<file path="src/hdl/slae_pkg.sv">
// types, opcodes and condition codes shared by the lane execute stage
// no dependencies; used by slae_cond, slae_alu and simd_lane_alu_execute
package slae_pkg;

    localparam int DATA_W = 16;
    localparam int INSTR_W = 32;
    localparam int FLAGS_W = 4;
    localparam int IDX_W = 4;

    // flag bit positions in the kept flags
    localparam int FLAG_N = 0;
    localparam int FLAG_Z = 1;
    localparam int FLAG_V = 2;
    localparam int FLAG_C = 3;

    // opcodes of the alu class (opcode bit 4 set)
    localparam logic [4:0] OPC_OR     = 5'h10;
    localparam logic [4:0] OPC_XOR    = 5'h11;
    localparam logic [4:0] OPC_AND    = 5'h12;
    localparam logic [4:0] OPC_TST    = 5'h13;
    localparam logic [4:0] OPC_MOV    = 5'h14;
    localparam logic [4:0] OPC_RGBADD = 5'h16;
    localparam logic [4:0] OPC_RGBSHR = 5'h17;
    localparam logic [4:0] OPC_ADD    = 5'h18;

    // first operand inversion decode for the subtract forms
    localparam logic [4:0] OPC_INV1_MASK = 5'h1b;
    localparam logic [4:0] OPC_INV1_VAL  = 5'h19;
    // destination kind and bit 7 that flip the second operand inversion
    localparam logic [31:0] INV2_FLIP_MASK = 32'h0030_0080;

    // destination kinds
    localparam logic [1:0] KIND_CACHE = 2'd0;
    localparam logic [1:0] KIND_SPEC  = 2'd3;

    // move modes
    localparam logic [1:0] MMODE_SREG  = 2'd1;
    localparam logic [1:0] MMODE_PERIPH = 2'd3;

    typedef enum logic [3:0] {
        COND_AL, COND_EQ, COND_NE, COND_CS, COND_CC, COND_MI, COND_PL, COND_VS,
        COND_VC, COND_HI, COND_LS, COND_GE, COND_LT, COND_GT, COND_LE, COND_NV
    } cond_t;

    typedef struct packed {
        logic [INSTR_W-1:0] instr;
        logic [DATA_W-1:0]  operand_a;
        logic [DATA_W-1:0]  operand_b;
        logic               use_first;
        logic               source_is_periph;
        logic               periph_ok;
    } lane_in_t;

    typedef struct packed {
        logic [DATA_W-1:0]  result;
        logic [FLAGS_W-1:0] flags;
        logic               carry;
        logic               write_reg;
        logic               write_sreg;
        logic               write_cache;
        logic               write_periph;
    } alu_out_t;

endpackage

</file>
<file path="src/hdl/simd_lane_alu_execute.sv">
// an input transaction passes through the input register and then the result register
// throughput: one transaction per cycle unless m_tready stalls the output; the kept flags
// and carry update as an item moves from the input register to the result register, so
// the next item sees them
// reset: synchronous active-low aresetn clears both valid bits, flags and carry
// top level of the lane execute stage; depends on slae_pkg, slae_cond, slae_alu
module simd_lane_alu_execute (
    input  logic        aclk,
    input  logic        aresetn,
    input  logic        s_tvalid,
    output logic        s_tready,
    // [31:0] instr, [47:32] operand_a, [63:48] operand_b, [64] use_first,
    // [65] source_is_periph, [66] periph_ok, [71:67] zero
    input  logic [71:0] s_tdata,
    output logic        m_tvalid,
    input  logic        m_tready,
    // [0] cond_pass, [16:1] result, [20:17] flags_out, [21] carry_out, [22] write_reg,
    // [23] write_sreg, [24] write_cache, [25] write_periph, [29:26] dest_index, [31:30] zero
    output logic [31:0] m_tdata
);

    slae_pkg::lane_in_t in_reg;
    logic               in_valid_reg;
    slae_pkg::alu_out_t out_reg;
    logic               out_cond_reg;
    logic [3:0]         out_dest_reg;
    logic               out_valid_reg;
    logic [3:0]         flags_reg;
    logic               carry_reg;

    logic               advance;
    logic               cond_pass;
    slae_pkg::alu_out_t alu_out;

    assign advance  = in_valid_reg && (!out_valid_reg || m_tready);
    assign s_tready = !in_valid_reg || advance;

    slae_cond u_cond (
        .cond      (in_reg.instr[31:28]),
        .flags     (flags_reg),
        .cond_pass (cond_pass)
    );

    slae_alu u_alu (
        .item      (in_reg),
        .cond_pass (cond_pass),
        .flags     (flags_reg),
        .carry     (carry_reg),
        .alu_out   (alu_out)
    );

    always_ff @(posedge aclk) begin
        if (!aresetn) begin
            in_valid_reg <= 1'b0;
            out_valid_reg <= 1'b0;
            flags_reg <= '0;
            carry_reg <= 1'b0;
        end else begin
            if (s_tready) begin
                in_valid_reg <= s_tvalid;
            end
            if (advance) begin
                out_valid_reg <= 1'b1;
                flags_reg <= alu_out.flags;
                carry_reg <= alu_out.carry;
            end else if (m_tready) begin
                out_valid_reg <= 1'b0;
            end
        end
    end

    always_ff @(posedge aclk) begin
        if (s_tready && s_tvalid) begin
            in_reg.instr <= s_tdata[31:0];
            in_reg.operand_a <= s_tdata[47:32];
            in_reg.operand_b <= s_tdata[63:48];
            in_reg.use_first <= s_tdata[64];
            in_reg.source_is_periph <= s_tdata[65];
            in_reg.periph_ok <= s_tdata[66];
        end
        if (advance) begin
            out_reg <= alu_out;
            out_cond_reg <= cond_pass;
            out_dest_reg <= in_reg.instr[19:16];
        end
    end

    assign m_tvalid = out_valid_reg;
    assign m_tdata = {2'b00, out_dest_reg, out_reg.write_periph, out_reg.write_cache,
                      out_reg.write_sreg, out_reg.write_reg, out_reg.carry, out_reg.flags,
                      out_reg.result, out_cond_reg};

`ifndef SYNTHESIS
    // a failed condition leaves no result and no write
    a_fail_quiet: assert property (@(posedge aclk) disable iff (!aresetn)
        (out_valid_reg && !out_cond_reg) |-> (out_reg.result == '0 &&
        !out_reg.write_reg && !out_reg.write_sreg && !out_reg.write_cache &&
        !out_reg.write_periph))
        else $error("result or write enable set with failed condition");

    // kept flags and carry only move when an item advances
    a_state_hold: assert property (@(posedge aclk) disable iff (!aresetn)
        !advance |=> ($stable(flags_reg) && $stable(carry_reg)))
        else $error("flags or carry changed without an advancing item");

    // at most one destination is written
    a_one_dest: assert property (@(posedge aclk) disable iff (!aresetn)
        out_valid_reg |-> $onehot0({out_reg.write_reg, out_reg.write_sreg,
        out_reg.write_cache, out_reg.write_periph}))
        else $error("more than one write enable set");

    // input side only stalls while an item is held
    a_ready: assert property (@(posedge aclk) disable iff (!aresetn)
        !s_tready |-> (in_valid_reg && out_valid_reg))
        else $error("input stalled with room in the pipeline");
`endif

endmodule

</file>
<file path="src/hdl/slae_cond.sv">
// condition code test against the kept nzvc flags
// depends on slae_pkg
module slae_cond (
    input  logic [3:0]                  cond,
    input  logic [slae_pkg::FLAGS_W-1:0] flags,
    output logic                        cond_pass
);

    logic n, z, v, c;

    assign n = flags[slae_pkg::FLAG_N];
    assign z = flags[slae_pkg::FLAG_Z];
    assign v = flags[slae_pkg::FLAG_V];
    assign c = flags[slae_pkg::FLAG_C];

    always_comb begin
        case (slae_pkg::cond_t'(cond))
            slae_pkg::COND_AL: cond_pass = 1'b1;
            slae_pkg::COND_EQ: cond_pass = z;
            slae_pkg::COND_NE: cond_pass = !z;
            slae_pkg::COND_CS: cond_pass = c;
            slae_pkg::COND_CC: cond_pass = !c;
            slae_pkg::COND_MI: cond_pass = n;
            slae_pkg::COND_PL: cond_pass = !n;
            slae_pkg::COND_VS: cond_pass = v;
            slae_pkg::COND_VC: cond_pass = !v;
            slae_pkg::COND_HI: cond_pass = c && !z;
            slae_pkg::COND_LS: cond_pass = !c || z;
            slae_pkg::COND_GE: cond_pass = (n == v);
            slae_pkg::COND_LT: cond_pass = (n != v);
            slae_pkg::COND_GT: cond_pass = !z && (n == v);
            slae_pkg::COND_LE: cond_pass = z || (n != v);
            default:           cond_pass = 1'b0;
        endcase
    end

endmodule

</file>
<file path="src/hdl/slae_alu.sv">
// alu datapath: operand inversion, logic/rgb565/add ops, flags and write enables
// depends on slae_pkg
module slae_alu (
    input  slae_pkg::lane_in_t          item,
    input  logic                        cond_pass,
    input  logic [slae_pkg::FLAGS_W-1:0] flags,
    input  logic                        carry,
    output slae_pkg::alu_out_t          alu_out
);

    logic [4:0]                  opc;
    logic [1:0]                  kind;
    logic [1:0]                  mmode;
    logic                        go;
    logic                        inv1, inv2;
    logic [slae_pkg::DATA_W-1:0] p1, p2, shr_src;
    logic [slae_pkg::DATA_W:0]   sum;
    logic                        cin;
    logic [4:0]                  rgb_r, rgb_b;
    logic [5:0]                  rgb_g;
    logic [slae_pkg::DATA_W-1:0] res;
    logic                        carry_new;
    logic                        w_reg, w_sreg, w_cache, w_per;
    logic                        fn, fz, fv, fc;

    assign opc   = item.instr[27:23];
    assign kind  = item.instr[21:20];
    assign mmode = item.instr[13:12];
    assign go    = opc[4] && cond_pass;

    assign inv2 = ((opc[3] && opc[1]) !=
                   ((item.instr & slae_pkg::INV2_FLIP_MASK) == slae_pkg::INV2_FLIP_MASK));
    assign inv1 = item.use_first ? inv2
                : ((opc & slae_pkg::OPC_INV1_MASK) == slae_pkg::OPC_INV1_VAL);
    assign p1 = inv1 ? ~item.operand_a : item.operand_a;
    assign p2 = inv2 ? ~item.operand_b : item.operand_b;

    // plain add takes no carry in, the others take one or the kept carry
    assign cin = opc[2] ? carry : (opc != slae_pkg::OPC_ADD);
    assign sum = {1'b0, p1} + {1'b0, p2} + {{slae_pkg::DATA_W{1'b0}}, cin};

    assign shr_src = item.use_first ? p1 : p2;
    // per-channel add wraps inside each channel
    assign rgb_r = p1[15:11] + p2[15:11];
    assign rgb_g = p1[10:5] + p2[10:5];
    assign rgb_b = p1[4:0] + p2[4:0];

    always_comb begin
        res = '0;
        carry_new = carry;
        if (go) begin
            if (opc[3]) begin
                res = sum[slae_pkg::DATA_W-1:0];
                carry_new = sum[slae_pkg::DATA_W];
            end else begin
                carry_new = 1'b0;
                case (opc)
                    slae_pkg::OPC_AND,
                    slae_pkg::OPC_TST:    res = p1 & p2;
                    slae_pkg::OPC_OR:     res = p1 | p2;
                    slae_pkg::OPC_XOR:    res = p1 ^ p2;
                    slae_pkg::OPC_RGBSHR: res = {1'b0, shr_src[15:12], 1'b0, shr_src[10:6],
                                                 1'b0, shr_src[4:1]};
                    slae_pkg::OPC_RGBADD: res = {rgb_r, rgb_g, rgb_b};
                    default:              res = item.use_first ? p1 : p2;
                endcase
            end
        end
    end

    always_comb begin
        w_reg = 1'b0;
        w_sreg = 1'b0;
        w_per = 1'b0;
        w_cache = go && (kind == slae_pkg::KIND_CACHE);
        if (go && !w_cache && (opc[2:0] != 3'd3)) begin
            if (opc == slae_pkg::OPC_MOV) begin
                w_reg = !item.instr[12];
                w_sreg = (mmode == slae_pkg::MMODE_SREG);
                w_per = (mmode == slae_pkg::MMODE_PERIPH);
            end else begin
                w_reg = (kind != slae_pkg::KIND_SPEC) || !item.instr[5];
                w_sreg = !w_reg;
            end
        end
    end

    always_comb begin
        fz = (res == '0);
        fc = carry_new;
        fv = res[15] ^ p1[15] ^ p2[15] ^ carry_new;
        fn = res[15];
        if (item.source_is_periph || w_per) begin
            fn = !item.periph_ok;
            fz = 1'b0;
            fc = 1'b0;
            fv = 1'b0;
        end
    end

    always_comb begin
        alu_out.result = res;
        alu_out.carry = carry_new;
        alu_out.flags = flags;
        if (go && item.instr[22]) begin
            alu_out.flags[slae_pkg::FLAG_N] = fn;
            alu_out.flags[slae_pkg::FLAG_Z] = fz;
            alu_out.flags[slae_pkg::FLAG_V] = fv;
            alu_out.flags[slae_pkg::FLAG_C] = fc;
        end
        alu_out.write_reg = w_reg;
        alu_out.write_sreg = w_sreg;
        alu_out.write_cache = w_cache;
        alu_out.write_periph = w_per;
    end

endmodule
</file>
<file path="config.mk">
export PLATFORM = sky130hd
export DESIGN_NAME = simd_lane_alu_execute
export DESIGN_NICKNAME = d
export VERILOG_FILES = /design/src/hdl/slae_pkg.sv /design/src/hdl/simd_lane_alu_execute.sv /design/src/hdl/slae_cond.sv /design/src/hdl/slae_alu.sv
export SDC_FILE = /design/constraint.sdc
export NUM_CORES = 1
export LEC_CHECK = 0
export ABC_AREA = 1
export BUFFER_PORTS_ARGS = -buffer_cell sky130_fd_sc_hd__buf_4
export CAP_MARGIN = 20
export CORE_ASPECT_RATIO = 0.9
export CORE_MARGIN = 2
export CORE_UTILIZATION = 60
export DETAILED_ROUTE_END_ITERATION = 8
export GPL_ROUTABILITY_DRIVEN = 0
export GPL_TIMING_DRIVEN = 0
export PLACE_DENSITY = 0.83
export SETUP_SLACK_MARGIN = 0.15
export SYNTH_ARGS = -nofsm -noshare
export SYNTH_HDL_FRONTEND = slang
export SYNTH_SLANG_ARGS = --single-unit
</file>
<file path="constraint.sdc">
create_clock -name aclk -period 9.56 [get_ports aclk]
set_input_delay 0.956 -clock aclk [delete_from_list [all_inputs] [get_ports aclk]]
set_output_delay 0.956 -clock aclk [all_outputs]
set_load 0.01 [all_outputs]
</file>
==> results by group <==
Global routing
  – Largest net degree at the start of global routing: 44
  – Tot GR Track Use: 0.301
  – GRT overflow: 0
  – Initial antenna violation count: 0
  – Global-route wire length before repair: 26.7 mm
  – Vias in the first global route: 5625

Worst setup path
  – Critical path required time: 9.67 ns
  – CP cell instances: nor2_1, nand3_1, nand2_1, buf_2, nand2_1, nand2_1, ha_1, inv_1, fa_1, o21ai_0, o21ai_0, a21oi_1, nor2_1, nand2_1, nor2_1, nor2_1, nor3_2, nand3_1, nand2_1
  – R2r worst-path depth: 19
  – Critical path data arrival time: 4.18 ns
  – Crit-path max FO: 10
  – Slowest stage cell, crit path: edfxtp_1
  – Critical R2R Launch: in_reg[59]$_DFFE_PP_
  – Max incr delay on CP: 0.51 ns
  – RR Endpoint: m_tdata[18]$_DFFE_PP_
  – Critical path buffers and inverters: 2
  – Most frequent cell on the critical path: nand2_1
  – Worst Setup SP: in_reg[59]$_DFFE_PP_
  – Setup CP Type: flip-flop to flip-flop
  – Setup slack, reg-to-reg: 5.49 ns
  – Critical Path Sink Type: flip-flop
  – Largest delay share family, worst path: simple AND/OR/NAND/NOR gates
  – CP startpoint kind: flip-flop

STA
  – RSZ-0062 raised after global routing: no
  – Slew Limit Fails: 0
  – Hold_ws: 0.419 ns
  – Final hold violation count: 0
  – Clk_skew: 0.00854 ns
  – Final setup violating endpoints: 0
  – F_max: 246 MHz
  – Final min period: 4.07 ns
  – Max transition margin: 0.476
  – Final TNS setup: 0 ns
  – Final period util: 0.426
  – Worst Max-Slew Pin Slew: 0.782 ns

Power and ir drop
  – Peak supply drop: 140 µV
  – LEAKAGE: 3.73 nW
  – Power Density: 153 mW/mm²

Final layout
  – # fillers: 756
  – Share of cells above drive strength 1: 0.168
  – Max reg flops: 55
  – Diodes inserted: 0
  – Fin nets: 1033
  – Fin area: 0.00762 mm²
  – Area Growth Syn to Fin: 18.1%

Drt
  – Via count: 6103
  – Routed wire length: 17.1 mm
  – Drt drc: 0
  – Starting DRT DRC Count: 765
  – DRT Pass-1 Iters: 7
  – DRT antenna net count: 0
  – Vias per std cell: 5.79
  – WL per Instance: 16.2 µm

Clocking
  – Max H-tree Level: 3
  – Clock sink count: 92
  – CTS buffer count: 9
  – Clk buf depth: 2
  – Post-CTS Hold Fix Bufs: 0
  – CTS tree: done
  – Skew-Pair Late Insertion Delay: 0.35 ns
  – Root Buffer: clkbuf_16
  – Setup bufs post-CTS: 0
  – Clk slew on worst S/H paths: 0.06 ns
  – Post-cts sizing count: 0

Logic synthesis
  – Number of synthesized flops with an enable pin: 85
  – Synth unique cells: 45
  – Seq/Total Area, Yosys: 0.417
  – Synth async-reset ratio: 0
  – Top post-synthesis cells by area: edfxtp_1 (40%), nand2_1 (14%), inv_1 (7.0%)
  – Synth Area per Inst: 7.91 µm²
  – Yosys top cell by area: edfxtp_1
  – Top FF cell, synth: edfxtp_1
  – Top cell type's share of synthesized area: 0.395
  – Synth Cell Area: 0.00646 mm²
  – Post-synthesis cell count: 816
  – Syn. warnings: 0
  – Synth Register Bits: 92

Floorplan
  – Die Y: 102 µm
  – Die area: 0.0116 mm²
  – Starting density of the core: 0.622
  – Die width: 113 µm
  – Core area: 0.0104 mm²
  – Row count: 35
  – Top Ports: 110

Min path
  – HP Start: in_reg[52]$_DFFE_PP_
  – Min-delay worst type: flip-flop to flip-flop
  – Worst Hold End: out_dest_reg[1]$_DFFE_PP_
  – Hold Path Stages: 0

Outcome
  – Status: finished, final reports clean

Place
  – Cell area after placement: 0.00732 mm²
  – Detailed placement HPWL: 12.8 mm
  – IO buf count: 90

Run
  – Max cap viols: 0
-- synthesized netlist by cell type (2+ instances only) --
cell and n:
buf_2 6, nand4_1 7, nand3b_1 2, nand3_1 87
ha_1 32, dfxtp_1 7, inv_1 120, nor2_1 51
buf_4 3, o221ai_1 2, xor2_4 6, o22ai_1 3
nor3_1 9, inv_2 5, nand2_2 8, fa_1 5
o21ai_1 5, nand3_2 3, o21ai_0 43, xor2_1 7
o211ai_1 4, nand2_1 236, nor3_2 2, or2_2 3
nor2_2 2, edfxtp_1 85, and2_1 2, o21a_1 2
xor2_2 2, clkbuf_1 5, a21oi_1 48
-- per-stage QoR --
stage | cells | util | power [mW] | worst slack [ns]
3_3_place_gp | 1036 | 0.703 | 0.813 | 5.80
4_1_cts | 1053 | 0.732 | 1.16 | 5.62
3_5_place_dp | 1037 | 0.705 | 0.826 | 5.72
5_1_grt | 1054 | 0.734 | 1.23 | 5.31
6_report | 1054 | 0.734 | 1.17 | 5.49
2_1_floorplan | 817 | - | 0.723 | 6.35
-- area by class of cell --
| class | count | area, µm² | area share |
|---|---|---|---|
| clock inverter | 5 | 35.0 | 0.00460 |
| clock buffer | 11 | 243 | 0.0318 |
| sequential | 92 | 2690 | 0.353 |
| timing repair buffer | 92 | 723 | 0.0949 |
| multi-input combinational | 584 | 3200 | 0.419 |
| buffer | 16 | 103 | 0.0135 |
| inverter | 125 | 469 | 0.0616 |
| tap | 129 | 161 | 0.0212 |
-- where the power goes --
part	internal [mW]	switching, mW	total (mW)
clock	0.184	0.150	0.334
combinational	0.124	0.229	0.353
sequential	0.469	0.0135	0.483
-- metal layers --
layer  global-route usage  vias up  routed length [µm]
li1                     -     2883                   -
met5                    0        -                   0
met1                0.388     2687                6300
met3               0.0706       95                2170
met4                0.158        0                 840
met2                0.479      438                7750
-- layout by cell type (no fill, tap or decap), types with 2 or more instances in the layout --
cell type	Yosys	final
o211ai_1	4	4
dfxtp_1	7	7
o21ai_1	5	5
xor2_1	7	7
clkbuf_1	5	6
a21oi_1	48	48
nor2_2	2	2
buf_12	1	2
nand2_1	236	236
or2_2	3	3
ha_1	32	32
xor2_4	6	6
and2_1	2	2
o21ai_0	43	43
inv_2	5	6
conb_1	1	2
inv_6	0	2
nand4_1	7	7
buf_2	6	6
nor3_1	9	9
inv_1	120	119
buf_4	3	93
nand2_2	8	8
o21a_1	2	2
xor2_2	2	2
clkinv_2	0	2
nand3_2	3	3
o22ai_1	3	3
edfxtp_1	85	85
nand3b_1	2	2
fa_1	5	5
o221ai_1	2	2
nor2_1	51	51
clkbuf_16	0	9
nor3_2	2	2
nand3_1	87	87
-- worst register-to-register path: cells and delay by family (launching register included) --
family	cells	cell delay [ns]
and+or+nand+nor	12	1.42
AOI/OAI and AO/OA	3	0.81
adders and majority gates	2	0.66
DFF	1	0.51
buffers and inverters	2	0.42
-- cells by family (layout without fill, tap and decap cells) --
family,Yosys count,after routing,share of synthesized area
buffers and inverters,141,249,0.0886
and+or+nand+nor,414,414,0.276
AOI/OAI and AO/OA,115,115,0.0992
DFF,92,92,0.417
other,1,2,0.000581
xor gates and xnor gates,16,16,0.0415
adders and majority gates,37,37,0.0775
-- how the worst max path moves through the flow --
stage / end / slack, ns / cells after the start
floorplan: m_tdata[19]$_DFFE_PP_ / 6.35 / 24
detailed placement: flags_reg[2]$_SDFFE_PN0P_ / 5.72 / 26
CTS: flags_reg[1]$_SDFFE_PN0P_ / 5.62 / 21
global route: m_tdata[18]$_DFFE_PP_ / 5.31 / 21
finish: m_tdata[18]$_DFFE_PP_ / 5.49 / 19
global placement: m_tdata[17]$_DFFE_PP_ / 5.80 / 19
(Power assumes the default switching activity.)
